### config.mk
export PLATFORM = sky130hd
export DESIGN_NAME = time_series_gap_filler_unit
export DESIGN_NICKNAME = d
export VERILOG_FILES = /design/src/rtl/tsgf_pkg.sv /design/src/rtl/tsgf_ctrl.sv /design/src/rtl/tsgf_dp.sv /design/src/rtl/time_series_gap_filler_unit.sv
export SDC_FILE = /design/constraint.sdc
export NUM_CORES = 2
export LEC_CHECK = 0
export ABC_AREA = 1
export BUFFER_PORTS_ARGS = -buffer_cell sky130_fd_sc_hd__buf_2
export CAP_MARGIN = 10
export CELL_PAD_IN_SITES_DETAIL_PLACEMENT = 1
export CELL_PAD_IN_SITES_GLOBAL_PLACEMENT = 1
export CORE_MARGIN = 5
export CORE_UTILIZATION = 42
export DETAILED_ROUTE_END_ITERATION = 10
export PLACE_DENSITY_LB_ADDON = 0.1
export SYNTH_ARGS = -nofsm -noshare
export SYNTH_HDL_FRONTEND = slang
export SYNTH_SLANG_ARGS = --single-unit
### constraint.sdc
create_clock -name clk -period 6.5 [get_ports clk]
set_clock_uncertainty 0.05 [all_clocks]
set_input_delay 0.65 -clock clk [delete_from_list [all_inputs] [get_ports clk]]
set_output_delay 0.65 -clock clk [all_outputs]
set_load 0.01 [all_outputs]
### src/rtl/tsgf_pkg.sv
// ----------------------------------------------------------------------------
// tsgf_pkg: shared types and constants of the time series gap filler
// field widths, register indexes, controller states, command and status groups
// ----------------------------------------------------------------------------
package tsgf_pkg;

	localparam int TIME_W         = 48;
	localparam int VAL_W          = 32;
	localparam int NUM_VALUES     = 4;
	localparam int DATA_W         = TIME_W + NUM_VALUES * VAL_W;
	localparam int OUT_USER_W     = 2;
	localparam int CFG_IDX_W      = 3;
	localparam int CFG_DATA_W     = 48;
	localparam int DEF_COMPONENTS = 4;
	localparam int DEF_MAX_FILLS  = 63;

	// remainder divider: one quotient bit a cycle
	localparam int DIV_STEPS = TIME_W;
	localparam int CNT_W     = $clog2(DIV_STEPS + 1);

	// configuration register indexes
	localparam logic [CFG_IDX_W-1:0] REG_RESOLUTION  = 3'd0;
	localparam logic [CFG_IDX_W-1:0] REG_FILL_VALUE  = 3'd1;
	localparam logic [CFG_IDX_W-1:0] REG_MIN_BOUND   = 3'd2;
	localparam logic [CFG_IDX_W-1:0] REG_MIN_ENABLE  = 3'd3;
	localparam logic [CFG_IDX_W-1:0] REG_MAX_BOUND   = 3'd4;
	localparam logic [CFG_IDX_W-1:0] REG_MAX_ENABLE  = 3'd5;

	// output tuser bit positions
	localparam int USER_IS_FILL = 0;
	localparam int USER_DROPPED = 1;

	typedef enum logic [2:0] {
		ST_IDLE,
		ST_DIV,
		ST_PRE,
		ST_SAMP,
		ST_POST
	} state_t;

	typedef struct packed {
		logic capture;
		logic div_step;
		logic lead_start;
		logic pre_step;
		logic pre_end;
		logic samp_step;
		logic post_step;
	} cmd_t;

	typedef struct packed {
		logic out_free;
		logic go_gap;
		logic go_lead;
		logic div_done;
		logic pre_fill;
		logic trail_go;
		logic post_last;
	} sts_t;

endpackage

### src/rtl/tsgf_ctrl.sv
// ----------------------------------------------------------------------------
// tsgf_ctrl: sequencing controller of the gap filler
// walks each request through remainder division, leading or gap fills, the
// sample itself and trailing fills
// ----------------------------------------------------------------------------
module tsgf_ctrl (
	input  logic          clk,
	input  logic          arst_n,
	input  logic          s_valid,
	output logic          s_ready,
	output tsgf_pkg::cmd_t cmd,
	input  tsgf_pkg::sts_t sts
);
	import tsgf_pkg::*;

	state_t state_q;
	state_t state_d;

	always_ff @(posedge clk or negedge arst_n) begin
		if (!arst_n) begin
			state_q <= ST_IDLE;
		end else begin
			state_q <= state_d;
		end
	end

	always_comb begin
		state_d = state_q;
		unique case (state_q)
			ST_IDLE: begin
				if (s_valid) begin
					if (sts.go_gap) begin
						state_d = ST_PRE;
					end else if (sts.go_lead) begin
						state_d = ST_DIV;
					end else begin
						state_d = ST_SAMP;
					end
				end
			end
			ST_DIV: begin
				if (sts.div_done) begin
					state_d = ST_PRE;
				end
			end
			ST_PRE: begin
				if (sts.out_free && !sts.pre_fill) begin
					state_d = ST_SAMP;
				end
			end
			ST_SAMP: begin
				if (sts.out_free) begin
					state_d = sts.trail_go ? ST_POST : ST_IDLE;
				end
			end
			ST_POST: begin
				if (sts.out_free && sts.post_last) begin
					state_d = ST_IDLE;
				end
			end
			default: state_d = ST_IDLE;
		endcase
	end

	always_comb begin
		cmd     = '0;
		s_ready = 1'b0;
		unique case (state_q)
			ST_IDLE: begin
				s_ready     = 1'b1;
				cmd.capture = s_valid;
			end
			ST_DIV: begin
				cmd.div_step   = !sts.div_done;
				cmd.lead_start = sts.div_done;
			end
			ST_PRE: begin
				cmd.pre_step = sts.out_free && sts.pre_fill;
				cmd.pre_end  = sts.out_free && !sts.pre_fill;
			end
			ST_SAMP: begin
				cmd.samp_step = sts.out_free;
			end
			ST_POST: begin
				cmd.post_step = sts.out_free;
			end
			default: begin
				cmd     = '0;
				s_ready = 1'b0;
			end
		endcase
	end

endmodule

### src/rtl/tsgf_dp.sv
// ----------------------------------------------------------------------------
// tsgf_dp: datapath of the gap filler
// configuration registers, series state, fill time stepper, bit-serial
// remainder unit and the output register
// ----------------------------------------------------------------------------
module tsgf_dp #(
	parameter int COMPONENTS = tsgf_pkg::DEF_COMPONENTS,
	parameter int MAX_FILLS  = tsgf_pkg::DEF_MAX_FILLS
) (
	input  logic                             clk,
	input  logic                             arst_n,
	input  logic                             cfg_we,
	input  logic [tsgf_pkg::CFG_IDX_W-1:0]  cfg_addr,
	input  logic [tsgf_pkg::CFG_DATA_W-1:0] cfg_wdata,
	input  logic [tsgf_pkg::DATA_W-1:0]     s_tdata,
	input  logic                             s_tlast,
	output logic                             m_tvalid,
	input  logic                             m_tready,
	output logic [tsgf_pkg::DATA_W-1:0]     m_tdata,
	output logic [tsgf_pkg::OUT_USER_W-1:0] m_tuser,
	output logic                             m_tlast,
	input  tsgf_pkg::cmd_t                   cmd,
	output tsgf_pkg::sts_t                   sts
);
	import tsgf_pkg::*;

	localparam int USED  = (COMPONENTS < NUM_VALUES) ? COMPONENTS : NUM_VALUES;
	localparam int BUD_W = $clog2(MAX_FILLS + 1);
	localparam logic [BUD_W-1:0] BUD_FULL = BUD_W'(MAX_FILLS);

	// configuration
	logic [TIME_W-1:0] res_q;
	logic [VAL_W-1:0]  fill_q;
	logic [TIME_W-1:0] minb_q;
	logic              min_en_q;
	logic [TIME_W-1:0] maxb_q;
	logic              max_en_q;

	// current request and series state
	logic [TIME_W-1:0] t_q;
	logic [VAL_W-1:0]  val_q [NUM_VALUES];
	logic              final_q;
	logic [TIME_W-1:0] prev_q;
	logic              have_prev_q;

	// fill stepping
	logic [TIME_W:0]   cand_q;
	logic [BUD_W-1:0]  budget_q;
	logic              dropped_q;

	// remainder unit
	logic [TIME_W-1:0] dvd_q;
	logic [TIME_W-1:0] rem_q;
	logic [CNT_W-1:0]  cnt_q;

	// output register
	logic              out_valid_q;
	logic [TIME_W-1:0] out_time_q;
	logic [VAL_W-1:0]  out_val_q [NUM_VALUES];
	logic              out_fill_q;
	logic              out_end_q;
	logic              out_drop_q;

	logic [TIME_W-1:0] in_time;
	logic              res_nz;
	logic [TIME_W:0]   res_x;
	logic [TIME_W:0]   rem_sh;
	logic [TIME_W:0]   rem_sub;
	logic [TIME_W-1:0] rem_nx;
	logic              pre_in;
	logic [TIME_W:0]   cand_nx;
	logic [TIME_W:0]   t_step;
	logic              trail_in;
	logic [BUD_W-1:0]  budget_dec;
	logic              next_in;
	logic              emit;
	logic [TIME_W-1:0] o_time;
	logic [VAL_W-1:0]  o_val [NUM_VALUES];
	logic              o_fill;
	logic              o_end;
	logic              o_drop;

	assign in_time = s_tdata[TIME_W-1:0];
	assign res_nz  = res_q != '0;
	assign res_x   = {1'b0, res_q};

	// restoring remainder step
	assign rem_sh  = {rem_q, dvd_q[TIME_W-1]};
	assign rem_sub = rem_sh - res_x;
	assign rem_nx  = (rem_sh >= res_x) ? rem_sub[TIME_W-1:0] : rem_sh[TIME_W-1:0];

	assign pre_in     = cand_q < {1'b0, t_q};
	assign cand_nx    = cand_q + res_x;
	assign t_step     = {1'b0, t_q} + res_x;
	assign trail_in   = final_q && res_nz && max_en_q && (t_step <= {1'b0, maxb_q});
	assign budget_dec = budget_q - BUD_W'(1);
	assign next_in    = cand_nx <= {1'b0, maxb_q};

	assign sts.out_free  = !out_valid_q || m_tready;
	assign sts.go_gap    = res_nz && have_prev_q && (in_time > prev_q);
	assign sts.go_lead   = res_nz && !have_prev_q && min_en_q && (minb_q < in_time);
	assign sts.div_done  = cnt_q == CNT_W'(DIV_STEPS);
	assign sts.pre_fill  = pre_in && (budget_q != '0);
	assign sts.trail_go  = trail_in && (budget_q != '0);
	assign sts.post_last = !(next_in && (budget_dec != '0));

	assign emit = cmd.pre_step || cmd.samp_step || cmd.post_step;

	always_comb begin
		o_time = cand_q[TIME_W-1:0];
		o_fill = 1'b1;
		o_end  = 1'b0;
		o_drop = 1'b0;
		if (cmd.samp_step) begin
			o_time = t_q;
			o_fill = 1'b0;
			o_end  = !sts.trail_go;
			o_drop = !sts.trail_go && (dropped_q || (trail_in && (budget_q == '0)));
		end else if (cmd.post_step) begin
			o_end  = sts.post_last;
			o_drop = sts.post_last && (dropped_q || (next_in && (budget_dec == '0)));
		end
	end

	// components beyond the configured count read as zero
	always_comb begin
		for (int j = 0; j < NUM_VALUES; j++) begin
			if (j < USED) begin
				o_val[j] = cmd.samp_step ? val_q[j] : fill_q;
			end else begin
				o_val[j] = '0;
			end
		end
	end

	always_ff @(posedge clk or negedge arst_n) begin
		if (!arst_n) begin
			res_q    <= TIME_W'(1);
			fill_q   <= '0;
			minb_q   <= '0;
			min_en_q <= 1'b0;
			maxb_q   <= '0;
			max_en_q <= 1'b0;
		end else if (cfg_we) begin
			unique case (cfg_addr)
				REG_RESOLUTION: res_q    <= cfg_wdata[TIME_W-1:0];
				REG_FILL_VALUE: fill_q   <= cfg_wdata[VAL_W-1:0];
				REG_MIN_BOUND:  minb_q   <= cfg_wdata[TIME_W-1:0];
				REG_MIN_ENABLE: min_en_q <= cfg_wdata[0];
				REG_MAX_BOUND:  maxb_q   <= cfg_wdata[TIME_W-1:0];
				REG_MAX_ENABLE: max_en_q <= cfg_wdata[0];
				default: ;
			endcase
		end
	end

	always_ff @(posedge clk or negedge arst_n) begin
		if (!arst_n) begin
			have_prev_q <= 1'b0;
			budget_q    <= '0;
			dropped_q   <= 1'b0;
			cnt_q       <= '0;
			out_valid_q <= 1'b0;
		end else begin
			if (cmd.capture) begin
				budget_q  <= BUD_FULL;
				dropped_q <= 1'b0;
				cnt_q     <= '0;
			end
			if (cmd.div_step) begin
				cnt_q <= cnt_q + CNT_W'(1);
			end
			if (cmd.pre_step || cmd.post_step) begin
				budget_q <= budget_dec;
			end
			if (cmd.pre_end) begin
				dropped_q <= dropped_q || pre_in;
			end
			if (cmd.samp_step) begin
				have_prev_q <= !final_q;
			end
			if (emit) begin
				out_valid_q <= 1'b1;
			end else if (m_tready) begin
				out_valid_q <= 1'b0;
			end
		end
	end

	always_ff @(posedge clk) begin
		if (cmd.capture) begin
			t_q     <= in_time;
			final_q <= s_tlast;
			for (int j = 0; j < NUM_VALUES; j++) begin
				val_q[j] <= s_tdata[TIME_W + j * VAL_W +: VAL_W];
			end
			cand_q <= {1'b0, prev_q} + res_x;
			dvd_q  <= in_time - minb_q;
			rem_q  <= '0;
		end
		if (cmd.div_step) begin
			rem_q <= rem_nx;
			dvd_q <= {dvd_q[TIME_W-2:0], 1'b0};
		end
		// first leading fill sits at the bound plus the remainder
		if (cmd.lead_start) begin
			cand_q <= {1'b0, minb_q} + {1'b0, rem_q};
		end
		if (cmd.pre_step || cmd.post_step) begin
			cand_q <= cand_nx;
		end
		if (cmd.samp_step) begin
			prev_q <= t_q;
			cand_q <= t_step;
		end
		if (emit) begin
			out_time_q <= o_time;
			out_fill_q <= o_fill;
			out_end_q  <= o_end;
			out_drop_q <= o_drop;
			for (int j = 0; j < NUM_VALUES; j++) begin
				out_val_q[j] <= o_val[j];
			end
		end
	end

	assign m_tvalid                 = out_valid_q;
	assign m_tlast                  = out_end_q;
	assign m_tuser[USER_IS_FILL]    = out_fill_q;
	assign m_tuser[USER_DROPPED]    = out_drop_q;
	assign m_tdata[TIME_W-1:0]      = out_time_q;

	for (genvar g = 0; g < NUM_VALUES; g++) begin : g_out_val
		assign m_tdata[TIME_W + g * VAL_W +: VAL_W] = out_val_q[g];
	end

endmodule

### src/rtl/time_series_gap_filler_unit.sv
// ----------------------------------------------------------------------------
// time_series_gap_filler_unit: time series gap filler
// passes time-stamped samples through and inserts fill samples in gaps and
// before or after a series up to configured bounds
// ----------------------------------------------------------------------------
//  channel  direction  signals                    content
//  cfg      in         cfg_we cfg_addr cfg_wdata  register writes, no read-back
//  s_axis   in         tvalid tready tdata tlast  samples, tlast = final sample
//  m_axis   out        tvalid tready tdata tuser  samples and fills, tlast = run end
//
//  a sample is accepted, then its result is emitted; each fill adds one more result
//  a time beyond the previous sample adds a step that closes the gap, fills or not
//  a series start past an enabled lower bound adds the remainder division and a step that places the first leading fill
//  a low m_axis_tready holds the output register and stalls the sequencer
//  reset clears the series state and loads the register defaults at once
// ----------------------------------------------------------------------------
module time_series_gap_filler_unit #(
	parameter int COMPONENTS = tsgf_pkg::DEF_COMPONENTS,
	parameter int MAX_FILLS  = tsgf_pkg::DEF_MAX_FILLS
) (
	input  logic                             clk,
	input  logic                             arst_n,
	input  logic                             cfg_we,
	input  logic [tsgf_pkg::CFG_IDX_W-1:0]  cfg_addr,
	input  logic [tsgf_pkg::CFG_DATA_W-1:0] cfg_wdata,
	input  logic                             s_axis_tvalid,
	output logic                             s_axis_tready,
	// sample_time, value_a, value_b, value_c, value_d
	input  logic [tsgf_pkg::DATA_W-1:0]     s_axis_tdata,
	input  logic                             s_axis_tlast,
	output logic                             m_axis_tvalid,
	input  logic                             m_axis_tready,
	// out_time, out_a, out_b, out_c, out_d
	output logic [tsgf_pkg::DATA_W-1:0]     m_axis_tdata,
	// is_fill, fills_dropped
	output logic [tsgf_pkg::OUT_USER_W-1:0] m_axis_tuser,
	output logic                             m_axis_tlast
);
	import tsgf_pkg::*;

	cmd_t cmd;
	sts_t sts;

	tsgf_ctrl u_ctrl (
		.clk     (clk),
		.arst_n  (arst_n),
		.s_valid (s_axis_tvalid),
		.s_ready (s_axis_tready),
		.cmd     (cmd),
		.sts     (sts)
	);

	tsgf_dp #(
		.COMPONENTS (COMPONENTS),
		.MAX_FILLS  (MAX_FILLS)
	) u_dp (
		.clk       (clk),
		.arst_n    (arst_n),
		.cfg_we    (cfg_we),
		.cfg_addr  (cfg_addr),
		.cfg_wdata (cfg_wdata),
		.s_tdata   (s_axis_tdata),
		.s_tlast   (s_axis_tlast),
		.m_tvalid  (m_axis_tvalid),
		.m_tready  (m_axis_tready),
		.m_tdata   (m_axis_tdata),
		.m_tuser   (m_axis_tuser),
		.m_tlast   (m_axis_tlast),
		.cmd       (cmd),
		.sts       (sts)
	);

`ifndef SYNTHESIS
	// dropped fills are only reported on the last result of a run
	a_drop_on_end: assert property (@(posedge clk) disable iff (!arst_n)
		m_axis_tvalid && m_axis_tuser[USER_DROPPED] |-> m_axis_tlast)
		else $error("fills_dropped set on a result that is not a run end");

	// one request at a time
	a_one_request: assert property (@(posedge clk) disable iff (!arst_n)
		s_axis_tvalid && s_axis_tready |=> !s_axis_tready)
		else $error("request accepted while the previous one is in flight");

	// the output register is never overwritten while it still holds a result
	a_emit_free: assert property (@(posedge clk) disable iff (!arst_n)
		cmd.pre_step || cmd.samp_step || cmd.post_step |-> sts.out_free)
		else $error("result written into an occupied output register");

	// trailing fills follow their sample before a new request is accepted
	a_post_after_samp: assert property (@(posedge clk) disable iff (!arst_n)
		cmd.samp_step && sts.trail_go |=> !s_axis_tready)
		else $error("trailing fills abandoned after the sample");
`endif

endmodule
==> impl_results.md <==
* Run status: complete, no violations
* CTS root buf: clkbuf_16
* Core Area at 122000 µm²
* Max clock buf depth at 3
* Met1 global-route usage at approximately half
* Ranking of synthesized cells by area: edfxtp_1 (32%), nand2_1 (12%), ha_1 (12%)
* FP Rows at 128
* Worst Path Max Fanout at 6
* VDD IR max at between 0.3 and 0.4 mV
* Drt total wl at ~250 mm
* RSZ-0062 raised after global routing: false
* Iter 0 DRT Violations at 4802
* Die Area at 130000 µm²
* Synth async-reset ratio at approximately a quarter
* Fin crit period at roughly 5.7 ns
* Setup bufs post-CTS at 0
* Fin crit share at approximately 87%
* Worst-margin pin slew at 1.39 ns
* GPL Wtd Cong at 1.01
* Top-count cell post-synth: nand2_1
* H-tree levels at 3
* IO Pins at roughly 410
* Worst path most repeated cell: nand2_1
* Hold crit path type: input pin to flop
* Post-synthesis sequential area ratio at 41.5%
* Fin. max-slew vios at 0
* Mapped Nets at roughly 7.2k
* Worst Path Required at 6.90 ns
* Max-Slew Margin vs Limit at 7.49%
* Mapped Area at 51500 µm²
* Comb pwr share at 56.8%
* Vias in the first global route at 52.0k
* P_leak at 27.4 nW
* Final Total Pwr at 32.5 mW
* GRT overflow at 0
* Detail Route Antenna Nets at 0
* Top_reg_cell synth: edfxtp_1
* Drt via density at about 5.9
* Share of the synthesized area in the top cell type at 31.9%
* Initial antenna violation count at 21
* Largest registers: u_dp.out_val_q (128), u_dp.val_q (128), u_dp.cand_q (49)
* Final hold violations at 0
* Worst setup SP type: flop
* Slowest CP cell: dfstp_2
* Area Overhead vs Synth at 15.1%
* Reg clk slew, reported paths at ~0.06 ns
* Port Buf Inserts at 413
* Die width at 360 µm
* CTS Buf Count at 88
* Flop pwr share at a little over a quarter
* TritonCTS clock tree: built
* Top cells by count, synth: nand2_1 (1616), inv_1 (856), o21ai_0 (633)
* Layout net count at 7722
* Clk Latency, worst-skew pair at 0.75 ns
* DP HPWL at 207 mm
* Met3 Resource Use GR at 7.58%
* Psw at 16.6 mW
* Synthesis-stage register bit count at 745
* Routed len/inst at 29.1 µm
* Max incr delay on CP at 0.62 ns
* Global-route wire length before repair at between 300 and 400 mm
* P_int at 15.9 mW
* MaxCap Viol Count at 0
* Clock sinks at 745
* Largest net degree at the start of global routing at 149
* Initial Utilization at 42.3%
* Number of synthesized flops with an enable pin at 548
* CP Capture Type: flop
* Gr usage total at 37.7%
* GR peak layer: met2
* Final setup TNS at 0 ns
* Hold Startpoint: s_axis_tdata[158]
* Post-synthesis area per instance at 7.93 µm²
* DR DRC count at 0
* Share of cells above drive strength 1 at under 10%
* Synth cell types at 58
* Global routing met2 resource utilization at 61.1%
* CP Class: flop to flop
* Sw Ratio at 51.2%
* Routed vias at ~51k
* R2R Path Start: u_dp.res_q[0]
* Die Y at 360 µm
* # fillers at 15.0k
* Area leader, netlist: edfxtp_1
* Final setup viols at 0
* F_max at 177 MHz
* CP arrival at around 6.1 ns
* CP startpoint: u_dp.res_q[0]
* Ys Warns at 0
* Post-Syn Instances at around 6.5k
* Pwr Density at 548 nW/µm²
* CTS resizes at 0
* Clock power frac at 15.9%
* First-pass DRT Iterations at 6
-- critical path: cells and delay by family, from the launching register on --
family	cells	cell delay (ns)
compound gates	6	1.07
fa+ha+maj	3	1.07
buf+inv	5	0.47
flops	1	0.62
simple gates	15	2.08
-- power by group through the flow --
stage               logic [mW]  clock network (mW)  registers (mW)
global route              19.9                5.44            8.97
finish                    18.5                5.17            8.88
global placement          17.5                   0            8.78
floorplan                 10.7                   0            8.82
detailed placement        17.9                   0            8.87
CTS                       18.0                5.20            8.81
-- final timing paths --
kind                                      to  slack [ns]  cells past startpoint
setup / recovery             u_dp.out_drop_q        0.83                     29
hold / removal             u_dp.val_q[3][14]        0.04                      1
setup reg to reg             u_dp.out_drop_q        0.83                     29
hold reg to reg                u_dp.dvd_q[0]        0.42                      2
max in group asynchronous      u_dp.cnt_q[3]        4.21                      3
min in group asynchronous    u_dp.fill_q[27]        0.47                      2
-- final cells by class --
class / count / area, µm² / area share (%)
multi-input cells: 4775 / 26500 / 44.7
flip-flops and latches: 745 / 21400 / 36.1
inverters: 859 / 3240 / 5.46
repair buffers: 530 / 3150 / 5.32
clock buffers: 124 / 2470 / 4.16
well taps: 1625 / 2030 / 3.43
clock inverters: 42 / 499 / 0.842
diodes: 7 / 17.5 / 0.0295
-- cell families after synthesis --
family                     count (synthesis)  share of synthesized area (%)
AOI/OAI and AO/OA                       1491                           15.9
DFF                                      745                           41.5
xor gates and xnor gates                 169                           2.87
muxes                                      4                         0.0777
and+or+nand+nor                         2621                           20.5
adders and majority gates                490                           12.0
buffers and inverters                    980                           7.21
-- metal layers --
| metal | wire length (µm) | vias to the layer above |
|---|---|---|
| li1 | - | 22976 |
| met1 | 103000 | 25349 |
| met3 | 20900 | 535 |
| met5 | 0 | - |
| met2 | 114000 | 2230 |
| met4 | 15500 | 0 |
-- layout by cell type, fill, tap and decap left out, drive strengths merged, types with 6 or more instances in the layout --
| cell type | Yosys | routed |
|---|---|---|
| xor2 | 102 | 102 |
| a21oi | 550 | 550 |
| o21a | 33 | 33 |
| a21boi | 21 | 21 |
| nand3 | 190 | 190 |
| clkinvlp | 0 | 6 |
| diode | 0 | 7 |
| and3 | 11 | 11 |
| xnor2 | 67 | 67 |
| nor4 | 50 | 50 |
| a21o | 44 | 44 |
| clkinv | 0 | 29 |
| edfxtp | 548 | 548 |
| dlygate4sd3 | 0 | 55 |
| or2 | 25 | 25 |
| nand4 | 59 | 59 |
| o31ai | 6 | 6 |
| nor3 | 50 | 50 |
| o221ai | 7 | 7 |
| clkbuf | 96 | 124 |
| nor2 | 603 | 603 |
| nand2 | 1618 | 1618 |
| buf | 25 | 475 |
| nand3b | 8 | 8 |
| o21bai | 31 | 31 |
| o211ai | 24 | 24 |
| a31oi | 80 | 80 |
| ha | 484 | 484 |
| o21ai | 660 | 660 |
| inv | 859 | 862 |
| dfrtp | 195 | 195 |
| fa | 6 | 6 |
| and2 | 6 | 6 |
| a211oi | 11 | 11 |
-- through the flow --
step,util [%],setup slack (ns),area [µm²],std cells,hold slack [ns]
after floorplan,-,0.00139,51500,6500,0.304
after global placement,45.8,1.17,55800,8478,0.415
after detailed placement,45.8,0.978,55800,8479,0.412
after CTS,48.6,0.902,59300,8700,0.00160
after global routing,48.7,0.469,59300,8704,0.00490
final,48.7,0.835,59300,8707,0.0366
-- what timing repair did --
item                       in CTS  in global routing
setup endpoints to repair       0                  0
hold buffers                   55                  0
hold endpoints to repair      120                  0
Note: power is estimated with default switching activity, not from simulation.
